==> src/sv/playfair_digraph_cipher_top_assert.svh <==
// assertion macros shared by the playfair digraph cipher modules
`ifndef PLAYFAIR_DIGRAPH_CIPHER_TOP_ASSERT_SVH
`define PLAYFAIR_DIGRAPH_CIPHER_TOP_ASSERT_SVH

// same-cycle implication, disabled during reset
`define PFC_ASSERT(lbl, ante, cons, msg) \
  lbl: assert property (@(posedge clk_i) disable iff (!rst_ni) (ante) |-> (cons)) \
    else $error(msg);

// next-cycle implication, disabled during reset
`define PFC_ASSERT_NEXT(lbl, ante, cons, msg) \
  lbl: assert property (@(posedge clk_i) disable iff (!rst_ni) (ante) |=> (cons)) \
    else $error(msg);

`endif

==> src/sv/pfc_pkg.sv <==
// types, constants and helper functions for the playfair digraph cipher
package pfc_pkg;

  localparam logic [4:0] LetterX = 5'd23;
  localparam logic [4:0] LetterJ = 5'd9;
  localparam logic [4:0] LetterI = 5'd8;

  localparam int unsigned CfgIdxW = 3;

  typedef enum logic [CfgIdxW-1:0] {
    CFG_DECRYPT_MODE = 3'd0,
    CFG_SQUARE_ROW0  = 3'd1,
    CFG_SQUARE_ROW1  = 3'd2,
    CFG_SQUARE_ROW2  = 3'd3,
    CFG_SQUARE_ROW3  = 3'd4,
    CFG_SQUARE_ROW4  = 3'd5
  } pfc_cfg_idx_e;

  // row, column, letter code; column 0 in the low bits of a row
  typedef logic [4:0][4:0][4:0] pfc_square_t;

  localparam pfc_square_t SquareReset = {
    25'd27025109, 25'd21613104, 25'd16201099, 25'd10755269, 25'd4294688
  };

  typedef struct packed {
    logic [4:0] letter_in;
    logic       end_of_text;
  } pfc_in_t;

  typedef struct packed {
    logic [4:0] letter_out;
    logic       last_letter;
  } pfc_out_t;

  typedef struct packed {
    logic [4:0] first;
    logic [4:0] second;
    logic       last;
  } pfc_pair_t;

  typedef struct packed {
    logic      en0;
    logic      en1;
    pfc_pair_t pair0;
    pfc_pair_t pair1;
  } pfc_push_t;

  typedef struct packed {
    logic [2:0] row;
    logic [2:0] col;
  } pfc_pos_t;

  // first match in row-major order, row 0 column 0 when absent
  function automatic pfc_pos_t pfc_locate(pfc_square_t sq, logic [4:0] code);
    pfc_pos_t pos;
    pos = '0;
    for (int a = 4; a >= 0; a--) begin
      for (int b = 4; b >= 0; b--) begin
        if (sq[a][b] == code) begin
          pos.row = 3'(a);
          pos.col = 3'(b);
        end
      end
    end
    return pos;
  endfunction

  // one step around the square, left or up when decrypting
  function automatic logic [2:0] pfc_step(logic [2:0] v, logic dec);
    logic [2:0] r;
    if (dec) begin
      r = (v == 3'd0) ? 3'd4 : v - 3'd1;
    end else begin
      r = (v == 3'd4) ? 3'd0 : v + 3'd1;
    end
    return r;
  endfunction

endpackage

==> src/sv/playfair_digraph_cipher_top.sv <==
// playfair digraph cipher top level: config registers, front, pair queue, back
// Usage:
//   input channel in_valid_i / in_stall_o / in_data_i carries one letter per beat
//   with end_of_text marking the last letter of a message. The front pairs
//   letters, inserts x filler in encrypt mode and pads an odd last letter.
//   Output channel out_valid_o / out_stall_i / out_data_o carries one letter
//   per beat, last_letter set on the final letter of a message.
//   Config channel cfg_valid_i / cfg_ready_o writes decrypt_mode (index 0) and
//   square rows 0..4 (index 1..5); ready is always high, write only when idle.
// Path: a completed pair passes the pair queue, the locate registers and the output
//   register; its first letter is emitted before its second.
// Throughput: the back emits one letter per cycle while out_stall_i is low;
//   input beats are taken every cycle while the pair queue has room for two.
// Reset: no letter held, queue and pipeline empty, encrypt mode, square a..z
//   without j row by row.
// Stall: a stalled output holds its letter; the pair queue fills and then the
//   input is stalled.
module playfair_digraph_cipher_top import pfc_pkg::*; #(
  parameter int unsigned QueueDepth = 4
) (
  input  logic               clk_i,
  input  logic               rst_ni,
  input  logic               in_valid_i,
  output logic               in_stall_o,
  input  pfc_in_t            in_data_i,
  output logic               out_valid_o,
  input  logic               out_stall_i,
  output pfc_out_t           out_data_o,
  input  logic               cfg_valid_i,
  output logic               cfg_ready_o,
  input  logic [CfgIdxW-1:0] cfg_index_i,
  input  logic [24:0]        cfg_data_i
);

  logic        decrypt_mode_q;
  pfc_square_t square_q;
  pfc_push_t   push;
  logic        room, pop, head_valid;
  pfc_pair_t   head;

  assign cfg_ready_o = 1'b1;

  always_ff @(posedge clk_i or negedge rst_ni) begin
    if (!rst_ni) begin
      decrypt_mode_q <= 1'b0;
      square_q       <= SquareReset;
    end else if (cfg_valid_i) begin
      case (pfc_cfg_idx_e'(cfg_index_i))
        CFG_DECRYPT_MODE: decrypt_mode_q <= cfg_data_i[0];
        CFG_SQUARE_ROW0:  square_q[0]    <= cfg_data_i;
        CFG_SQUARE_ROW1:  square_q[1]    <= cfg_data_i;
        CFG_SQUARE_ROW2:  square_q[2]    <= cfg_data_i;
        CFG_SQUARE_ROW3:  square_q[3]    <= cfg_data_i;
        CFG_SQUARE_ROW4:  square_q[4]    <= cfg_data_i;
        default: ;
      endcase
    end
  end

  pfc_front u_front (
    .clk_i          (clk_i),
    .rst_ni         (rst_ni),
    .in_valid_i     (in_valid_i),
    .in_stall_o     (in_stall_o),
    .in_data_i      (in_data_i),
    .decrypt_mode_i (decrypt_mode_q),
    .room_i         (room),
    .push_o         (push)
  );

  pfc_queue #(
    .Depth (QueueDepth)
  ) u_queue (
    .clk_i        (clk_i),
    .rst_ni       (rst_ni),
    .push_i       (push),
    .room_o       (room),
    .pop_i        (pop),
    .head_valid_o (head_valid),
    .head_o       (head)
  );

  pfc_back u_back (
    .clk_i          (clk_i),
    .rst_ni         (rst_ni),
    .square_i       (square_q),
    .decrypt_mode_i (decrypt_mode_q),
    .head_valid_i   (head_valid),
    .head_i         (head),
    .pop_o          (pop),
    .out_valid_o    (out_valid_o),
    .out_stall_i    (out_stall_i),
    .out_data_o     (out_data_o)
  );

endmodule

==> src/sv/pfc_front.sv <==
// pairing front end: folds j into i, builds digraphs, inserts x filler
module pfc_front import pfc_pkg::*; (
  input  logic      clk_i,
  input  logic      rst_ni,
  input  logic      in_valid_i,
  output logic      in_stall_o,
  input  pfc_in_t   in_data_i,
  input  logic      decrypt_mode_i,
  input  logic      room_i,
  output pfc_push_t push_o
);

  logic [4:0] held_letter_q, held_letter_d;
  logic       held_valid_q, held_valid_d;
  logic [4:0] letter;
  logic       eot;
  logic       accept;

  assign in_stall_o = !room_i;
  assign accept     = in_valid_i && room_i;
  assign letter     = (in_data_i.letter_in == LetterJ) ? LetterI : in_data_i.letter_in;
  assign eot        = in_data_i.end_of_text;

  always_comb begin
    held_letter_d = held_letter_q;
    held_valid_d  = held_valid_q;
    push_o        = '0;
    if (accept) begin
      if (!held_valid_q) begin
        if (eot) begin
          push_o.en0   = 1'b1;
          push_o.pair0 = '{first: letter, second: LetterX, last: 1'b1};
        end else begin
          held_letter_d = letter;
          held_valid_d  = 1'b1;
        end
      end else if (!decrypt_mode_i && (letter == held_letter_q)) begin
        push_o.en0   = 1'b1;
        push_o.pair0 = '{first: held_letter_q, second: LetterX, last: 1'b0};
        if (eot) begin
          push_o.en1   = 1'b1;
          push_o.pair1 = '{first: letter, second: LetterX, last: 1'b1};
          held_valid_d = 1'b0;
        end else begin
          held_letter_d = letter;
        end
      end else begin
        push_o.en0   = 1'b1;
        push_o.pair0 = '{first: held_letter_q, second: letter, last: eot};
        held_valid_d = 1'b0;
      end
    end
  end

  always_ff @(posedge clk_i or negedge rst_ni) begin
    if (!rst_ni) begin
      held_valid_q  <= 1'b0;
      held_letter_q <= '0;
    end else begin
      held_valid_q  <= held_valid_d;
      held_letter_q <= held_letter_d;
    end
  end

endmodule

==> src/sv/pfc_queue.sv <==
// short digraph queue between front and back, takes up to two pairs a cycle
module pfc_queue import pfc_pkg::*; #(
  parameter int unsigned Depth = 4
) (
  input  logic      clk_i,
  input  logic      rst_ni,
  input  pfc_push_t push_i,
  output logic      room_o,
  input  logic      pop_i,
  output logic      head_valid_o,
  output pfc_pair_t head_o
);

  localparam int unsigned PtrW = (Depth > 1) ? $clog2(Depth) : 1;
  localparam int unsigned CntW = $clog2(Depth + 1);
  localparam logic [PtrW-1:0] PtrLast = PtrW'(Depth - 1);
  localparam logic [CntW-1:0] CntRoom = CntW'(Depth - 2);
  localparam logic [CntW-1:0] CntFull = CntW'(Depth);

  pfc_pair_t       entries_q [Depth];
  logic [PtrW-1:0] wr_ptr_q, wr_ptr_d, rd_ptr_q, wr_ptr1;
  logic [CntW-1:0] count_q, count_d;

  function automatic logic [PtrW-1:0] nxt(logic [PtrW-1:0] p);
    return (p == PtrLast) ? '0 : p + PtrW'(1);
  endfunction

  assign wr_ptr1      = nxt(wr_ptr_q);
  assign room_o       = (count_q <= CntRoom);
  assign head_valid_o = (count_q != '0);
  assign head_o       = entries_q[rd_ptr_q];

  always_comb begin
    wr_ptr_d = wr_ptr_q;
    if (push_i.en1) begin
      wr_ptr_d = nxt(wr_ptr1);
    end else if (push_i.en0) begin
      wr_ptr_d = wr_ptr1;
    end
    count_d = count_q + CntW'(push_i.en0) + CntW'(push_i.en1) - CntW'(pop_i);
  end

  always_ff @(posedge clk_i or negedge rst_ni) begin
    if (!rst_ni) begin
      wr_ptr_q <= '0;
      rd_ptr_q <= '0;
      count_q  <= '0;
    end else begin
      wr_ptr_q <= wr_ptr_d;
      count_q  <= count_d;
      if (pop_i) begin
        rd_ptr_q <= nxt(rd_ptr_q);
      end
    end
  end

  always_ff @(posedge clk_i) begin
    if (push_i.en0) begin
      entries_q[wr_ptr_q] <= push_i.pair0;
    end
    if (push_i.en1) begin
      entries_q[wr_ptr1] <= push_i.pair1;
    end
  end

`include "playfair_digraph_cipher_top_assert.svh"

  `PFC_ASSERT(a_pop_nonempty, pop_i, count_q != '0, "pop from empty pair queue")
  `PFC_ASSERT(a_second_push_order, push_i.en1, push_i.en0, "second pair pushed alone")
  `PFC_ASSERT(a_no_overflow, push_i.en0, count_q <= CntRoom, "push into a full pair queue")
  `PFC_ASSERT(a_count_bound, 1'b1, count_q <= CntFull, "pair queue count out of range")

endmodule

==> src/sv/pfc_back.sv <==
// back end: locates a pair in the key square and emits its two letters
module pfc_back import pfc_pkg::*; (
  input  logic        clk_i,
  input  logic        rst_ni,
  input  pfc_square_t square_i,
  input  logic        decrypt_mode_i,
  input  logic        head_valid_i,
  input  pfc_pair_t   head_i,
  output logic        pop_o,
  output logic        out_valid_o,
  input  logic        out_stall_i,
  output pfc_out_t    out_data_o
);

  logic     s1_valid_q, phase_q, out_valid_q;
  pfc_pos_t pos1_q, pos2_q;
  logic     last_q;
  pfc_out_t out_q;
  logic     out_load, s1_free, s1_load;
  logic [4:0] o1, o2;

  assign out_load = !out_valid_q || !out_stall_i;
  assign s1_free  = !s1_valid_q || (phase_q && out_load);
  assign s1_load  = head_valid_i && s1_free;
  assign pop_o    = s1_load;

  always_comb begin
    if (pos1_q.row == pos2_q.row) begin
      o1 = square_i[pos1_q.row][pfc_step(pos1_q.col, decrypt_mode_i)];
      o2 = square_i[pos2_q.row][pfc_step(pos2_q.col, decrypt_mode_i)];
    end else if (pos1_q.col == pos2_q.col) begin
      o1 = square_i[pfc_step(pos1_q.row, decrypt_mode_i)][pos1_q.col];
      o2 = square_i[pfc_step(pos2_q.row, decrypt_mode_i)][pos2_q.col];
    end else begin
      o1 = square_i[pos1_q.row][pos2_q.col];
      o2 = square_i[pos2_q.row][pos1_q.col];
    end
  end

  always_ff @(posedge clk_i or negedge rst_ni) begin
    if (!rst_ni) begin
      s1_valid_q  <= 1'b0;
      phase_q     <= 1'b0;
      out_valid_q <= 1'b0;
    end else begin
      if (out_load) begin
        out_valid_q <= s1_valid_q;
        if (s1_valid_q) begin
          phase_q <= !phase_q;
        end
      end
      if (s1_load) begin
        s1_valid_q <= 1'b1;
      end else if (phase_q && out_load) begin
        s1_valid_q <= 1'b0;
      end
    end
  end

  always_ff @(posedge clk_i) begin
    if (s1_load) begin
      pos1_q <= pfc_locate(square_i, head_i.first);
      pos2_q <= pfc_locate(square_i, head_i.second);
      last_q <= head_i.last;
    end
    if (out_load && s1_valid_q) begin
      if (phase_q) begin
        out_q <= '{letter_out: o2, last_letter: last_q};
      end else begin
        out_q <= '{letter_out: o1, last_letter: 1'b0};
      end
    end
  end

  assign out_valid_o = out_valid_q;
  assign out_data_o  = out_q;

`include "playfair_digraph_cipher_top_assert.svh"

  `PFC_ASSERT(a_phase_has_pair, phase_q, s1_valid_q, "second letter pending without a pair")
  `PFC_ASSERT(a_load_from_queue, s1_load, head_valid_i, "pair loaded from empty queue")
  `PFC_ASSERT(a_pos_range, s1_valid_q, (pos1_q.row <= 3'd4) && (pos1_q.col <= 3'd4) &&
              (pos2_q.row <= 3'd4) && (pos2_q.col <= 3'd4), "square position out of range")
  `PFC_ASSERT_NEXT(a_first_then_second, out_load && s1_valid_q && !phase_q,
                   s1_valid_q && phase_q, "first letter emitted without its partner")

endmodule

==> config.mk <==
export PLATFORM = sky130hd
export DESIGN_NAME = playfair_digraph_cipher_top
export DESIGN_NICKNAME = d
export VERILOG_FILES = /design/src/sv/pfc_pkg.sv /design/src/sv/playfair_digraph_cipher_top.sv /design/src/sv/pfc_front.sv /design/src/sv/pfc_queue.sv /design/src/sv/pfc_back.sv
export VERILOG_INCLUDE_DIRS = /design/src /design/src/sv
export SDC_FILE = /design/constraint.sdc
export NUM_CORES = 1
export LEC_CHECK = 0
export BUFFER_PORTS_ARGS = -buffer_cell sky130_fd_sc_hd__buf_2
export CAP_MARGIN = 20
export CORE_MARGIN = 2
export CORE_UTILIZATION = 56
export CTS_CLUSTER_SIZE = 16
export DETAILED_ROUTE_END_ITERATION = 7
export PLACE_DENSITY = 0.73
export SLEW_MARGIN = 20
export SYNTH_ARGS = -nofsm -noshare
export SYNTH_HDL_FRONTEND = slang
export SYNTH_SLANG_ARGS = --single-unit
==> constraint.sdc <==
create_clock -name clk_i -period 5.5 [get_ports clk_i]
set_input_delay 0.825 -clock clk_i [delete_from_list [all_inputs] [get_ports clk_i]]
set_output_delay 0.825 -clock clk_i [all_outputs]
set_load 0.03 [all_outputs]
==> results_dict.tcl, run 1 <==
set metrics [dict create \
    status "finished, final reports clean" \
    gp_congestion 1.05 \
    drtPass1Iterations 8 \
    min_path_type "primary input to asynchronous set/reset pin" \
    worstMarginPinSlew_ns 1.14 \
    final_max_slew_viol_count 0 \
    finalWirelength_um 66200 \
    numCtsBuffers 23 \
    post_cts_buffers 0 \
    finalSetupViolCount 0 \
    synth_edf_count 59 \
    start_kind "flip-flop" \
    path_class "flip-flop to flip-flop" \
    synth_warnings 0 \
    die-area_um2 33600 \
    crit_path_end_kind "flip-flop" \
    synthTopCellsByCount "xnor2_1 (159), mux2_2 (157), clkbuf_1 (136), nand2_1 (117), mux2i_1 (115)" \
    rows 65 \
    crit_required_ns 5.89 \
    port_buffers 46 \
    clock-root-buffer "clkbuf_16" \
    layout-drive-gt1-share 0.253 \
    design_area_um2 18800 \
    layout.nets 1787 \
    grt_max_degree 94 \
    wire_per_inst_um 30.9 \
    rsz0062_at_grt "no" \
    maxCapViolCount 0 \
    fmax_mhz 227 \
    antenna_left 0 \
    grt_first_pass_wirelength_um 98300 \
    start_util 0.569 \
    syn-num-nets 1909 \
    overflow 0 \
    die_w_um 183 \
    dp_hpwl_um 47300 \
    vias 15357 \
    stdcell_count 2142 \
    synthesis.area_um2 18000 \
    async_flop_share 0.693 \
    synth_seq_cells 205 \
    clock_path_buffers 3 \
    crit_arrival_ns 4.78 \
    cts_hold_buf 0 \
    ys_top_cells_by_area "dfrtp_1 (12%), edfxtp_1 (9.8%), mux2_2 (9.8%), mux4_2 (8.4%), dfstp_2 (8.0%)" \
    netlist.area_leader.share 0.121 \
    synth-main-ff-cell "dfrtp_1" \
    ir_drop_mv 0.444 \
    synthCells 1844 \
    postPlaceCellArea_um2 18000 \
    cts-htree-levels 1 \
    area_growth_pct 4.44 \
    die_h_um 183 \
    relSlewSlack 0.239 \
    via_per_inst 7.17 \
    ios 48 \
    clock_latency_ns 0.54 \
    drc 0 \
    period_needed_ns 4.40 \
    grt_use_total 0.395 \
    core_region_area_um2 31600 \
    cts.sinks 205 \
    hold_viol 0 \
    power.density_nw_per_um2 725 \
    synth_most_common_cell "xnor2_1" \
    grt_antenna_before_repair 0 \
    post_synth_num_cell_types 83 \
    power.total_mw 13.6 \
    yosysSeqAreaShare 0.304 \
    cts_tree "built" \
    post-route-period-util 0.799 \
    reg2reg_depth 11 \
    drt_iter0_markers 1962 \
    synth_area_leader_cell "dfrtp_1" \
    grt_pass1_vias 14942 \
    critical_path.max_fanout 17 \
    avgSynthCellArea_um2 9.76 \
    filler_cell_count 2699 \
    setup_tns_ns 0 \
    leakagePower_nw 7.18 \
    cts_resized 0 \
    fin_skew_ns 0.00917 \
    clkSlewWorstSetupHoldPaths_ns 0.06 \
    dp_cells 2099 \
]
-- metal layers --
metal	part of all wire	vias to the layer above	routed length [µm]	GRT usage
li1	-	6372	-	-
met1	0.38	7532	25100	0.524
met2	0.43	1147	28300	0.591
met3	0.13	306	8500	0.110
met4	0.066	0	4360	0.208
met5	0	-	0	0
-- cell type report --
class / count / area [µm²] / share of cell area
repair buffers: 89 / 559 / 0.0297
inverters: 33 / 124 / 0.00659
clock inverters: 11 / 104 / 0.00552
well taps: 402 / 503 / 0.0268
flip-flops and latches: 205 / 5470 / 0.291
multi-input cells: 1370 / 11400 / 0.605
clock buffers: 31 / 667 / 0.0355
diodes: 1 / 2.50 / 0.000133
-- report_power, final --
group	internal, mW	total (mW)	switching (mW)
sequential	2.11	3.20	1.10
combinational	3.72	8.85	5.13
clock	0.907	1.58	0.669
total	6.73	13.6	6.90
-- cell families after synthesis --
kind of cell	Yosys count	synth area share
and+or+nand+nor	417	0.110
other	1	0.000208
AOI/OAI and AO/OA	316	0.117
adders and majority gates	26	0.0189
DFF	205	0.304
xor gates and xnor gates	268	0.131
muxes	342	0.250
buffers and inverters	269	0.0680
-- critical path, stage by stage, from the launching register on --
cell      delay (ns)
edfxtp_1        0.88
clkinv_1        0.21
ha_1            0.28
ha_1            0.29
nand2b_1        0.15
o31a_1          0.91
mux2i_1         0.16
o21ai_0         0.71
nand2_1         0.12
a21oi_1         0.22
a211oi_1        0.11
o22ai_1         0.18
-- registers in the layout, summed over array words and instances, names as in the netlist --
name and count:
decrypt_mode_q 1, square_q 125, u_back.last_q 1, u_back.out_data_o 6
u_back.out_valid_o 1, u_back.phase_q 1, u_back.pos1_q 6, u_back.pos2_q 6
u_back.s1_valid_q 1, u_front.held_letter_q 5, u_front.held_valid_q 1, u_queue.count_q 3
u_queue.entries_q 44, u_queue.rd_ptr_q 2, u_queue.wr_ptr_q 2
-- through the flow --
| stage | setup slack [ns] | hold WS [ns] | util |
|---|---|---|---|
| after floorplan | 1.65 | 0.441 | - |
| after global placement | 1.20 | 0.456 | 0.569 |
| after detailed placement | 1.18 | 0.463 | 0.569 |
| after CTS | 1.18 | 0.400 | 0.594 |
| after global routing | 0.972 | 0.447 | 0.594 |
| final | 1.10 | 0.375 | 0.594 |
-- path summary, 6_finish.rpt --
path	start	end	slack [ns]
worst max-delay path	u_back.pos2_q[4]	u_back.out_data_o[5]	1.10
worst min-delay path	rst_ni	square_q[64]	0.38
worst max register to register	u_back.pos2_q[4]	u_back.out_data_o[5]	1.10
worst min register to register	u_queue.entries_q[0][4]	u_queue.entries_q[0][4]	0.49
max in group asynchronous	rst_ni	u_front.held_valid_q	3.97
min in group clk_i	u_queue.entries_q[0][4]	u_queue.entries_q[0][4]	0.49
-- cells in the final DEF, fill, tap and decap left out, types with 5 or more instances in the layout --
cell type | netlist | layout
xnor2_1 | 159 | 159
mux2_2 | 157 | 157
nand2_1 | 117 | 116
mux2i_1 | 115 | 115
xor2_1 | 108 | 108
nor2_1 | 102 | 102
dfrtp_1 | 87 | 87
a21oi_1 | 79 | 78
mux4_2 | 67 | 67
nand3_1 | 63 | 63
nor3_1 | 62 | 61
edfxtp_1 | 59 | 59
dfstp_2 | 55 | 55
o21ai_0 | 46 | 45
buf_2 | 36 | 45
buf_4 | 16 | 43
o22ai_1 | 33 | 33
inv_1 | 29 | 29
o31ai_1 | 28 | 27
ha_1 | 24 | 24
clkbuf_16 | 0 | 24
a22oi_1 | 23 | 23
a31oi_1 | 14 | 14
nor3_2 | 12 | 13
nor2b_1 | 11 | 9
a211oi_1 | 9 | 9
o21bai_1 | 9 | 9
nand2b_1 | 8 | 8
nor4_1 | 8 | 8
a22o_1 | 7 | 7
a221oi_1 | 7 | 7
o22a_1 | 6 | 6
a2111oi_0 | 6 | 6
and2_1 | 6 | 6
o211ai_1 | 6 | 6
a311o_1 | 5 | 5
clkinv_2 | 0 | 5
Power figures use the tool's default switching activity.
==> inputs of run 2 (changes only) <==
Settings changed: PLACE_DENSITY 0.73 to 0.76.
Clock period 5.5 ns to 3.6 ns, I/O delays scaled along.
==> run 2 against run 1 <==
  * Fmax rose by 28%
  * The flow now finishes with violations (hold timing)
  * Combinational power rose by 62%
  * Global-route usage rose by 0.23 points
  * Clock skew rose by 0.0061 ns
  * Largest power group unchanged
  * Critical path type unchanged
  * Largest cell class unchanged
  * Flip-flop and latch count did not move
==> results_dict.tcl, run 2 (synthesis gave the netlist of run 1 again) <==
set metrics [dict create \
    die-area_um2 33600 \
    hold_viol 5 \
    clock-root-buffer "clkbuf_16" \
    cts_tree "built" \
    maxCapViolCount 0 \
    fmax_mhz 291 \
    r2r_end "u_back.out_data_o[3]" \
    cp.depth 12 \
    regArea_um2 5480 \
    crit_chain "inv_1, ha_1, ha_1, mux2_2, nor2_4, buf_4, mux4_2, mux2i_1, a2bb2oi_1, o211ai_1, nand4_1, o211ai_1" \
    regMostFlops "square_q" \
    layout-drive-gt1-share 0.281 \
    rrSetupSlack_ns 0.16 \
    setup_tns_ns 0 \
    start_util 0.569 \
    rows 65 \
    die_h_um 183 \
    die_w_um 183 \
    final_max_slew_viol_count 0 \
    power.density_nw_per_um2 1110 \
    cp_num_buf_inv 2 \
    clock_path_buffers 3 \
    critical_path.max_fanout 12 \
    cts_resized 0 \
    dp_hpwl_um 48300 \
    drc 0 \
    crit_arrival_ns 3.72 \
    via_per_inst 6.93 \
    numCtsBuffers 24 \
    relSlewSlack 0.310 \
    vias 15346 \
    grt_antenna_before_repair 1 \
    ir_drop_mv 0.627 \
    leakagePower_nw 7.58 \
    worstMarginPinSlew_ns 1.03 \
    rsz0062_at_grt "no" \
    wire_per_inst_um 29.9 \
    post-route-period-util 0.955 \
    min_path_type "primary input to asynchronous set/reset pin" \
    path_class "flip-flop to flip-flop" \
    whs_ns -0.00453 \
    cts-htree-levels 1 \
    largest_register_ffs 125 \
    cp_slowest_cell "mux4_2" \
    final_common_cell "xnor2_1" \
    top_regs "square_q: 125 flops, u_queue.entries_q: 44 flops" \
    filler_cell_count 2618 \
    status "complete, but fails checks" \
    clkSlewWorstSetupHoldPaths_ns 0.07 \
    crit_path_end_kind "flip-flop" \
    grt_first_pass_wirelength_um 98500 \
    crit_required_ns 3.88 \
    cts.sinks 205 \
    area_growth_pct 8.08 \
    final_cell_mix "xnor2_1 (159), mux2_2 (157), nand2_1 (117), mux2i_1 (115), xor2_1 (108)" \
    critical-path-top-delay-family "multiplexers" \
    r2r-start "u_back.pos2_q[3]" \
    postPlaceCellArea_um2 18700 \
    fin_skew_ns 0.0152 \
    post_cts_buffers 0 \
    port_buffers 46 \
    finalSetupViolCount 0 \
    ios 48 \
    cts_hold_buf 0 \
    antenna_left 0 \
    violations "hold timing" \
    reg2reg_depth 12 \
    multi_input_comb_area_um2 11400 \
    period_needed_ns 3.44 \
    grt_max_degree 76 \
    grt_pass1_vias 15203 \
    overflow 0 \
    crit_end "u_back.out_data_o[3]" \
    drt_iter0_markers 2231 \
    gp_congestion 1.07 \
    design_area_um2 19500 \
    crit_start "u_back.pos2_q[3]" \
    clock_latency_ns 0.56 \
    grt_use_total 0.398 \
    drtPass1Iterations 8 \
    start_kind "flip-flop" \
    max_stage_delay_ns 0.51 \
    core_region_area_um2 31600 \
    finalWirelength_um 66200 \
    layout.nets 1858 \
]
## run 2: how the worst min path moves through the flow
| stage | endpoint | cells after the start |
|---|---|---|
| global placement | u_queue.entries_q[0][4] | 1 |
| finish | square_q[75] | 1 |
| detailed placement | u_queue.entries_q[0][4] | 1 |
| global route | square_q[75] | 1 |
| CTS | square_q[75] | 1 |
| floorplan | decrypt_mode_q | 0 |
## run 2: per-stage QoR
step / cells / util / setup slack (ns) / power (mW) / hold slack [ns]
after floorplan: 1844 / - / 0.0288 / 14.5 / 0.244
after global placement: 2169 / 0.590 / 0.230 / 18.4 / 0.456
after detailed placement: 2169 / 0.590 / 0.213 / 18.6 / 0.461
after CTS: 2213 / 0.615 / 0.194 / 21.1 / 0.0113
after global routing: 2213 / 0.615 / 0.0283 / 22.6 / 0.0522
final: 2214 / 0.615 / 0.163 / 21.6 / -0.00453
## run 2: per-layer routing
metal	routed length [µm]	up-vias	GRT usage
met5	0	-	0
met2	28100	1062	0.590
met4	4660	0	0.227
li1	-	6510	-
met3	8550	274	0.130
met1	24900	7500	0.512
## run 2: final cells by class
type,count,share of cell area
sequential,205,0.281
antenna,1,0.000129
clock inverter,16,0.00785
inverter,33,0.00643
tap,402,0.0259
multi-input combinational,1370,0.584
timing repair buffer,159,0.0615
clock buffer,28,0.0332
## run 2: where the power goes
group / leakage [nW] / switching (mW) / total, mW / internal [mW]
combinational: 4.98 / 8.01 / 14.3 / 6.30
clock: 0.394 / 1.03 / 2.46 / 1.43
sequential: 2.20 / 1.56 / 4.79 / 3.22
total: 7.58 / 10.6 / 21.6 / 11.0
